File: src/rtl/core/iso_fs_pkg.sv
// ----------------------------------------------------------------------------
// iso_fs_pkg : shared types and tables for the message field splitter
// segment codes, element kind table and body length rule
// ----------------------------------------------------------------------------
package iso_fs_pkg;

  localparam int unsigned LENGTH_BITS_DEF = 14;

  // width of a decoded bcd length (two prefix bytes, up to 9999)
  localparam int unsigned PFX_VAL_W = 14;
  localparam int unsigned BODY_W    = 15;

  localparam int unsigned IN_DATA_W  = 8;
  localparam int unsigned OUT_DATA_W = 16;

  typedef enum logic [2:0] {
    SEG_LEN    = 3'd0,
    SEG_TPDU   = 3'd1,
    SEG_HEAD   = 3'd2,
    SEG_TYPE   = 3'd3,
    SEG_BITMAP = 3'd4,
    SEG_ELEM   = 3'd5,
    SEG_IDLE   = 3'd6
  } seg_t;

  typedef enum logic [1:0] {
    ST_OK    = 2'd0,
    ST_SHORT = 2'd1,
    ST_UNDEF = 2'd2,
    ST_BCD   = 2'd3
  } status_t;

  // element kind: below 0x80 is a fixed byte count, else a prefixed kind
  localparam logic [7:0] KIND_UND = 8'h00;
  localparam logic [7:0] KIND_V1H = 8'h81;  // 1-byte prefix, halved body
  localparam logic [7:0] KIND_V2H = 8'h82;  // 2-byte prefix, halved body
  localparam logic [7:0] KIND_V2R = 8'h83;  // 2-byte prefix, raw body
  localparam logic [7:0] KIND_V2E = 8'h84;  // 2-byte prefix, body rounded to even

  function automatic logic [7:0] elem_kind(input logic [6:0] n);
    logic [7:0] k;
    case (n)
      7'd2:  k = KIND_V1H;
      7'd3:  k = 8'd3;
      7'd4:  k = 8'd6;
      7'd5:  k = 8'd16;
      7'd6:  k = 8'd4;
      7'd11: k = 8'd3;
      7'd12: k = 8'd3;
      7'd13: k = 8'd2;
      7'd14: k = 8'd2;
      7'd15: k = 8'd2;
      7'd22: k = 8'd2;
      7'd23: k = 8'd2;
      7'd25: k = 8'd1;
      7'd26: k = 8'd1;
      7'd32: k = KIND_V1H;
      7'd35: k = KIND_V1H;
      7'd36: k = KIND_V2H;
      7'd37: k = 8'd12;
      7'd38: k = 8'd6;
      7'd39: k = 8'd2;
      7'd41: k = 8'd8;
      7'd42: k = 8'd15;
      7'd44: k = KIND_V1H;
      7'd46: k = KIND_V2H;
      7'd47: k = KIND_V2R;
      7'd48: k = KIND_V2E;
      7'd49: k = 8'd3;
      7'd50: k = KIND_V2R;
      7'd52: k = 8'd8;
      7'd53: k = 8'd8;
      7'd54: k = KIND_V2R;
      7'd55: k = KIND_V2R;
      7'd56: k = KIND_V2R;
      7'd58: k = KIND_V2R;
      7'd59: k = KIND_V2R;
      7'd60: k = KIND_V2H;
      7'd61: k = KIND_V2H;
      7'd62: k = KIND_V2R;
      7'd63: k = KIND_V2R;
      7'd64: k = 8'd8;
      default: k = KIND_UND;
    endcase
    return k;
  endfunction

  // body bytes that follow a prefix of value v, before saturation
  function automatic logic [BODY_W-1:0] body_len(input logic [7:0] kind,
                                                  input logic [PFX_VAL_W-1:0] v);
    logic [BODY_W-1:0] vx;
    logic [BODY_W-1:0] n;
    vx = BODY_W'(v);
    case (kind)
      KIND_V2R: n = vx;
      KIND_V2E: n = vx + BODY_W'(v[0]);
      default:  n = (vx + BODY_W'(1)) >> 1;
    endcase
    return n;
  endfunction

endpackage

File: src/rtl/core/iso8583_field_splitter_unit.sv
// ----------------------------------------------------------------------------
// iso8583_field_splitter_unit : byte tagger for iso 8583 messages
// datapath: input register, then result register; a byte held in the input
// register is tagged and moves on once the result register is free or read
// throughput: one byte per cycle, limited only by downstream tready
// reset: synchronous active-low rst_n; parser returns to the length segment
// and both pipeline registers empty; state also returns there after each
// byte flagged as end of message
// ----------------------------------------------------------------------------
module iso8583_field_splitter_unit #(
  parameter int unsigned LENGTH_BITS = iso_fs_pkg::LENGTH_BITS_DEF
) (
  input  logic                                 clk,
  input  logic                                 rst_n,
  // input byte stream
  input  logic                                 in_tvalid,
  output logic                                 in_tready,
  input  logic [iso_fs_pkg::IN_DATA_W-1:0]     in_tdata,   // [7:0] msg_byte
  input  logic                                 in_tlast,   // end_of_message
  // tagged byte stream
  output logic                                 out_tvalid,
  input  logic                                 out_tready,
  // [2:0] segment, [9:3] element_number, [10] is_length_prefix,
  // [11] first_of_item, [12] last_of_item, [14:13] status, [15] zero
  output logic [iso_fs_pkg::OUT_DATA_W-1:0]    out_tdata,
  output logic                                 out_tlast   // message_done
);

  import iso_fs_pkg::*;

  localparam int unsigned LEN_MAX = (1 << LENGTH_BITS) - 1;

  // --------------------------------------------------------------------------
  // pipeline control: input register feeds the parser, result register holds
  // the tagged word; the parser state moves whenever a byte passes through
  // --------------------------------------------------------------------------
  logic       s0_valid_r;
  logic [7:0] s0_byte_r;
  logic       s0_eom_r;
  logic       s0_adv;

  logic                  out_valid_r;
  logic [OUT_DATA_W-1:0] out_data_r;
  logic                  out_last_r;

  assign s0_adv    = s0_valid_r && (!out_valid_r || out_tready);
  assign in_tready = !s0_valid_r || s0_adv;

  // --------------------------------------------------------------------------
  // parser state
  // --------------------------------------------------------------------------
  seg_t                   seg_r,       seg_nxt;
  logic [6:0]             elem_r,      elem_nxt;     // also counts bitmap bytes
  logic [LENGTH_BITS-1:0] left_r,      left_nxt;     // body bytes still owed
  logic [1:0]             pfx_left_r,  pfx_left_nxt;
  logic [6:0]             pfx_hi_r,    pfx_hi_nxt;   // first bcd byte of two
  logic [63:0]            pres_r,      pres_nxt;     // element n at bit 64-n
  status_t                err_r,       err_nxt;
  logic                   start_r,     start_nxt;

  // result fields of the current byte
  logic       o_pfx, o_first, o_last;
  logic [6:0] o_elem;
  status_t    o_status;

  // working values
  logic [3:0]             nib_hi, nib_lo;
  logic                   bad_bcd;
  logic [PFX_VAL_W-1:0]   pfx_val;
  logic [7:0]             pfx_kind;
  logic [BODY_W-1:0]      body_raw;
  logic [LENGTH_BITS-1:0] body_sat;
  logic [LENGTH_BITS-1:0] work_left;
  logic                   do_adv;
  logic [63:0]            pres_upd;     // presence bits including this byte

  // next present element search
  logic [6:0] srch_from;
  logic [6:0] srch_n;
  logic       srch_hit;
  logic [7:0] srch_kind;

  assign nib_hi  = s0_byte_r[7:4];
  assign nib_lo  = s0_byte_r[3:0];
  assign bad_bcd = (nib_hi > 4'd9) || (nib_lo > 4'd9);
  assign pfx_val = PFX_VAL_W'(pfx_hi_r) * PFX_VAL_W'(100)
                 + PFX_VAL_W'(nib_hi) * PFX_VAL_W'(10)
                 + PFX_VAL_W'(nib_lo);

  assign pfx_kind = (seg_r == SEG_ELEM) ? elem_kind(elem_r) : KIND_V1H;
  assign body_raw = body_len(pfx_kind, pfx_val);

  // lengths clamp at the counter range
  always_comb begin
    if (32'(body_raw) > LEN_MAX) begin
      body_sat = LENGTH_BITS'(LEN_MAX);
    end else begin
      body_sat = LENGTH_BITS'(body_raw);
    end
  end

  // first 8 bitmap bytes shift into the presence bits
  assign pres_upd = ((seg_r == SEG_BITMAP) && (elem_r < 7'd8)) ?
                    {pres_r[55:0], s0_byte_r} : pres_r;

  // priority encoder: lowest flagged element above srch_from
  assign srch_from = (seg_r == SEG_BITMAP) ? 7'd1 : elem_r;

  always_comb begin
    srch_n   = 7'd0;
    srch_hit = 1'b0;
    for (int m = 64; m >= 1; m--) begin
      if (pres_upd[64-m] && (7'(m) > srch_from)) begin
        srch_n   = 7'(m);
        srch_hit = 1'b1;
      end
    end
  end

  assign srch_kind = elem_kind(srch_n);

  // --------------------------------------------------------------------------
  // next state for the byte held in the input register
  // --------------------------------------------------------------------------
  always_comb begin
    seg_nxt      = seg_r;
    elem_nxt     = elem_r;
    left_nxt     = left_r;
    pfx_left_nxt = pfx_left_r;
    pfx_hi_nxt   = pfx_hi_r;
    pres_nxt     = pres_r;
    err_nxt      = err_r;
    start_nxt    = start_r;
    o_elem       = 7'd0;
    o_pfx        = 1'b0;
    o_first      = 1'b0;
    o_last       = 1'b0;
    o_status     = err_r;
    work_left    = left_r;
    do_adv       = 1'b0;

    if (seg_r != SEG_IDLE) begin
      o_first   = start_r;
      start_nxt = 1'b0;
      if (seg_r == SEG_ELEM) begin
        o_elem = elem_r;
      end

      if (pfx_left_r != 2'd0) begin
        // bcd length prefix byte
        o_pfx = 1'b1;
        if (bad_bcd) begin
          err_nxt      = ST_BCD;
          seg_nxt      = SEG_IDLE;
          elem_nxt     = 7'd0;
          pfx_left_nxt = 2'd0;
          left_nxt     = '0;
        end else begin
          pfx_hi_nxt   = pfx_val[6:0];
          pfx_left_nxt = pfx_left_r - 2'd1;
          if (pfx_left_r == 2'd1) begin
            left_nxt = body_sat;
            if (body_sat == '0) begin
              // empty body: prefix closes the item
              o_last = 1'b1;
              do_adv = 1'b1;
            end
          end
        end
      end else begin
        // body byte
        if (seg_r == SEG_BITMAP) begin
          if (elem_r == 7'd0) begin
            work_left = s0_byte_r[7] ? LENGTH_BITS'(16) : LENGTH_BITS'(8);
          end
          pres_nxt = pres_upd;
          elem_nxt = elem_r + 7'd1;
        end
        if (work_left != '0) begin
          work_left = work_left - LENGTH_BITS'(1);
        end
        left_nxt = work_left;
        if (work_left == '0) begin
          o_last = 1'b1;
          do_adv = 1'b1;
        end
      end

      if (do_adv) begin
        start_nxt  = 1'b1;
        pfx_hi_nxt = 7'd0;
        case (seg_r)
          SEG_LEN: begin
            seg_nxt      = SEG_TPDU;
            pfx_left_nxt = 2'd0;
            left_nxt     = LENGTH_BITS'(5);
          end
          SEG_TPDU: begin
            seg_nxt      = SEG_HEAD;
            pfx_left_nxt = 2'd0;
            left_nxt     = LENGTH_BITS'(6);
          end
          SEG_HEAD: begin
            seg_nxt      = SEG_TYPE;
            pfx_left_nxt = 2'd1;
            left_nxt     = '0;
          end
          SEG_TYPE: begin
            seg_nxt      = SEG_BITMAP;
            pfx_left_nxt = 2'd0;
            left_nxt     = '0;
            elem_nxt     = 7'd0;
          end
          SEG_BITMAP, SEG_ELEM: begin
            if (!srch_hit) begin
              // no more elements: rest of the message is trailing
              seg_nxt      = SEG_IDLE;
              elem_nxt     = 7'd0;
              pfx_left_nxt = 2'd0;
              left_nxt     = '0;
            end else if (srch_kind == KIND_UND) begin
              err_nxt      = ST_UNDEF;
              seg_nxt      = SEG_IDLE;
              elem_nxt     = 7'd0;
              pfx_left_nxt = 2'd0;
              left_nxt     = '0;
            end else begin
              seg_nxt  = SEG_ELEM;
              elem_nxt = srch_n;
              if (srch_kind[7]) begin
                pfx_left_nxt = (srch_kind == KIND_V1H) ? 2'd1 : 2'd2;
                left_nxt     = '0;
              end else begin
                pfx_left_nxt = 2'd0;
                left_nxt     = LENGTH_BITS'(srch_kind[6:0]);
              end
            end
          end
          default: begin
            seg_nxt = SEG_IDLE;
          end
        endcase
      end
    end

    // message ended while something is still owed
    if (s0_eom_r && (seg_nxt != SEG_IDLE) && (err_nxt == ST_OK)) begin
      err_nxt = ST_SHORT;
    end
    o_status = err_nxt;

    // end of message: back to the start of a new message
    if (s0_eom_r) begin
      seg_nxt      = SEG_LEN;
      elem_nxt     = 7'd0;
      left_nxt     = LENGTH_BITS'(2);
      pfx_left_nxt = 2'd0;
      pfx_hi_nxt   = 7'd0;
      pres_nxt     = '0;
      err_nxt      = ST_OK;
      start_nxt    = 1'b1;
    end
  end

  // --------------------------------------------------------------------------
  // registers
  // --------------------------------------------------------------------------
  always_ff @(posedge clk) begin
    if (!rst_n) begin
      s0_valid_r  <= 1'b0;
      out_valid_r <= 1'b0;
      seg_r       <= SEG_LEN;
      elem_r      <= 7'd0;
      left_r      <= LENGTH_BITS'(2);
      pfx_left_r  <= 2'd0;
      pfx_hi_r    <= 7'd0;
      pres_r      <= '0;
      err_r       <= ST_OK;
      start_r     <= 1'b1;
    end else begin
      if (in_tready) begin
        s0_valid_r <= in_tvalid;
      end
      if (s0_adv) begin
        out_valid_r <= 1'b1;
        seg_r       <= seg_nxt;
        elem_r      <= elem_nxt;
        left_r      <= left_nxt;
        pfx_left_r  <= pfx_left_nxt;
        pfx_hi_r    <= pfx_hi_nxt;
        pres_r      <= pres_nxt;
        err_r       <= err_nxt;
        start_r     <= start_nxt;
      end else if (out_tready) begin
        out_valid_r <= 1'b0;
      end
    end
  end

  // payload registers
  always_ff @(posedge clk) begin
    if (in_tready && in_tvalid) begin
      s0_byte_r <= in_tdata;
      s0_eom_r  <= in_tlast;
    end
    if (s0_adv) begin
      out_data_r <= {1'b0, o_status, o_last, o_first, o_pfx, o_elem, seg_r};
      out_last_r <= s0_eom_r;
    end
  end

  assign out_tvalid = out_valid_r;
  assign out_tdata  = out_data_r;
  assign out_tlast  = out_last_r;

endmodule

File: config.mk
export PLATFORM = sky130hd
export DESIGN_NAME = iso8583_field_splitter_unit
export DESIGN_NICKNAME = d
export VERILOG_FILES = /design/src/rtl/core/iso_fs_pkg.sv /design/src/rtl/core/iso8583_field_splitter_unit.sv
export SDC_FILE = /design/constraint.sdc
export NUM_CORES = 1
export LEC_CHECK = 0
export ABC_AREA = 1
export BUFFER_PORTS_ARGS = -buffer_cell sky130_fd_sc_hd__buf_2
export CAP_MARGIN = 20
export CELL_PAD_IN_SITES_DETAIL_PLACEMENT = 1
export CELL_PAD_IN_SITES_GLOBAL_PLACEMENT = 2
export CORE_AREA = 2 2 138 241
export CTS_CLUSTER_DIAMETER = 30
export DETAILED_ROUTE_END_ITERATION = 10
export DIE_AREA = 0 0 140 243
export PLACE_DENSITY_LB_ADDON = 0.1
export SLEW_MARGIN = 15
export SYNTH_ARGS = -nofsm -noshare
export SYNTH_HDL_FRONTEND = slang
export SYNTH_SLANG_ARGS = --single-unit
File: constraint.sdc
create_clock -name clk -period 8.7 [get_ports clk]
set_input_delay 1.74 -clock clk [delete_from_list [all_inputs] [get_ports clk]]
set_output_delay 1.74 -clock clk [all_outputs]
set_load 0.1 [all_outputs]
==> impl_summary.log <==
INFO  metric cp_max_fo = 11
INFO  metric min_period_over_period = about nine tenths
INFO  metric design.die.area = 34020 µm²
INFO  metric postSynthRegisterBits = 133
INFO  metric holdCritPathClass = reg2reg
INFO  metric startpoint_type = register
INFO  metric synth.top_cell.area_share = 19.45%
INFO  metric timing.clock.skew = around 0.0089 ns
INFO  metric criticalPathCategory = reg2reg
INFO  metric layout_nets = 1864
INFO  metric syn-num-nets = 1838
INFO  metric clk_path_buf_depth = 2
INFO  metric num_rows = 87
INFO  metric critical_path.slowest_cell = dfxtp_2
INFO  metric core_area = 32110 µm²
INFO  metric drc = 3
INFO  metric synth_compound_gate_area_share = 18.87%
INFO  metric max-slew-margin-rel = 41.82%
INFO  metric drv_cap = 0
INFO  metric period_minus_slack = 7.660 ns
INFO  metric finalWeightedCongestion = approximately 0.94
INFO  metric vdd.ir_drop.worst = ~0.12 mV
INFO  metric post_synth_most_frequent_cells = nand2_1, inv_1, nor2_1
INFO  metric netlist_instances = ~1800
INFO  metric detailed_place_hpwl = 33930 µm
INFO  metric drt-wirelength-per-cell = 19.55 µm
INFO  metric post_dp_cell_area = between 10000 and 15000 µm²
INFO  metric floorplan.die.height = 243 µm
INFO  metric avgSynthCellArea = 6.317 µm²
INFO  metric timing.critical_path.required = 9.03 ns
INFO  metric top_ff_cell_synth = dfxtp_1
INFO  metric initial_core_util = 34.62%
INFO  metric synth-warning-count = 0
INFO  metric leak_pwr = 5.441 nW
INFO  metric h-tree-depth = 4
INFO  metric maxClockFrequency = 0.1305 GHz
INFO  metric routed-via-count = 11548
INFO  metric synth_seq_area_share = 26.20%
INFO  metric number_of_antenna_violations_at_the_first_check_in_global_routing = 0
INFO  metric synth-edff-count = 25
INFO  metric grt_start_max_net_pins = 65
INFO  metric remaining_global_route_overflow = 0
INFO  metric outcome = complete, but fails checks
INFO  metric synthXorXnorAreaFrac = between 2 and 2.5%
INFO  metric clkLatencyLatePin = 0.45 ns
INFO  metric power-per-cell-area = roughly 130 nW/µm²
INFO  metric setup-violations-final = 0
INFO  metric via_per_inst = 5.251
INFO  metric globalRouteTotalUtil = 25.84%
INFO  metric clk_transition_reported_paths = 0.07 ns
INFO  metric holdWs = between 0.4 and 0.5 ns
INFO  metric cts_buf_count = 17
INFO  metric crit_path_frequent_cell = nand2_1
INFO  metric drt-pass1-iter-count = 8
INFO  metric first_global_vias = 12462
INFO  metric final_layout_size_suffix_gt1_share = a little under an eighth
INFO  metric port_buffers = 30
INFO  metric largest_family_of_logic_cells_by_synthesized_area = simple AND/OR/NAND/NOR gates
INFO  metric routed_wl = 42980 µm
INFO  metric yosysTopAreaCell = dfxtp_1
INFO  metric share_of_synthesized_cell_area_in_and_or_nand_and_nor_gates = 34.68%
INFO  metric finalHoldViolCount = 0
INFO  metric finish.instance_area = about 12000 µm²
INFO  metric synth.lib_cells_used.distinct = 67
INFO  metric cp_data_arrival_time = 7.99 ns
INFO  metric postRouteAntennaNets = 0
INFO  metric antennaDiodeCount = 0
INFO  metric synth.top_cells.by_area = dfxtp_1, nand2_1, inv_1
INFO  metric critPathCaptureType = register
INFO  metric cell_with_the_most_instances_after_synthesis = nand2_1
INFO  metric violations_in_the_final_reports = design-rule violations
INFO  metric die_w = 140 µm
INFO  metric synth_fa_ha_area_share = 7.720%
INFO  metric clock_sink_count = 133
INFO  metric grt_pass1_wl = ~68000 µm
INFO  metric layout_stage_area_growth_over_the_synthesis_result = 11.86%
INFO  metric asyncSetResetFlopFracSynth = 0%
INFO  metric ios = 32
INFO  metric max_slew.worst_pin.slew = around 0.86 ns
INFO  metric synth_mux_area_share = 0%
INFO  metric cts_tree = built
INFO  metric drt-initial-drc-count = 547
INFO  metric netlist_area = between 10000 and 15000 µm²
INFO  metric cts.root.buffer_cell = clkbuf_16
INFO  metric timing.critical_path.slowest_cell_delay = 0.36 ns
INFO  metric slew_violations = 0
## cell families after synthesis
group / Yosys count
compound gates: 364
buf+inv: 278
simple gates: 892
xor+xnor: 27
flops: 133
fa+ha+maj: 65
other cells: 1
## state kept, by name (all words and copies together), names as in the netlist, named ones only
| signal | count |
|---|---|
| out_tvalid | 1 |
| s0_byte_r | 8 |
| out_tdata | 15 |
| pfx_hi_r | 7 |
| pfx_left_r | 2 |
| out_tlast | 1 |
| left_r | 14 |
| seg_r | 3 |
| pres_r | 64 |
| s0_eom_r | 1 |
| err_r | 2 |
| s0_valid_r | 1 |
| start_r | 1 |
| elem_r | 7 |
## per-layer routing
layer	track usage, %	up-vias	wire, µm
met3	3.058	103	742
met1	24.51	5500	15150
met5	0	-	0
li1	-	5794	-
met2	52.54	151	24860
met4	13.87	0	2224
## path summary, 6_finish.rpt
check	from	to	slack, ns	cells past startpoint
worst max-delay path	seg_r[1]	register	1.04	90
worst min-delay path	pres_r[59]	pres_r[59]	0.47	2
worst max register to register	seg_r[1]	register	1.04	90
worst min register to register	pres_r[59]	pres_r[59]	0.47	2
## worst max-delay path, delay by kind of cell, from the launching register on
kind | cells | cell delay, ns
adder cells (fa/ha/maj) | 2 | 0.48
buffers and inverters | 6 | 0.67
flip-flops | 1 | 0.36
AO/OA/AOI/OAI | 7 | 0.96
AND/OR/NAND/NOR | 75 | 5.06
## layout by cell type, fill, tap and decap left out, types with 13 or more instances in the layout
cell type,netlist,final
nand2_1,574,569
inv_1,204,199
nor2_1,148,146
a21oi_1,131,131
o21ai_0,115,113
dfxtp_1,108,101
nand3_1,58,58
ha_1,59,56
buf_2,10,30
o21ai_1,27,27
edfxtp_1,25,25
buf_4,3,25
o211ai_1,23,23
inv_2,16,20
nor3_1,18,18
xor2_1,17,17
clkbuf_16,0,17
nand2_2,12,16
o22ai_1,16,16
nand4_1,14,14
nor4_1,13,13
## metrics by stage
| step | power [W] | utilization, % | setup TNS [ns] | setup slack (ns) | cells |
|---|---|---|---|---|---|
| after detailed placement | 0.0008835 | 36.11 | 0 | 0.5340 | 2150 |
| after global routing | 0.001706 | 38.73 | -0.02399 | -0.02399 | 2199 |
| after CTS | 0.001657 | 37.99 | 0 | 0.4743 | 2182 |
| after floorplan | 0.0008193 | - | 0 | 1.851 | 1760 |
| final | 0.001638 | 38.73 | 0 | 1.040 | 2199 |
| after global placement | 0.0008816 | 36.11 | 0 | 0.7416 | 2150 |
## what timing repair did
item,CTS,global route
resized for setup,0,30
setup endpoints to repair,0,7
buffers inserted,0,16
hold buffers,0,0
## layout make-up
cell class              count  area (µm²)
clock buffers              17       425.4
clock inverters            15       180.2
fillers                  4262       19680
inverters                 227       877.1
multi-input cells        1350        7149
flip-flops and latches    133        2927
well taps                 400       500.5
repair buffers             57       377.9
## power by group
group	switching (W)	internal (W)	total, W
Clock	0.000333	0.000434	0.000768
Combinational	0.000165	0.0000611	0.000226
Sequential	0.00000870	0.000636	0.000644
(Power assumes the default switching activity.)
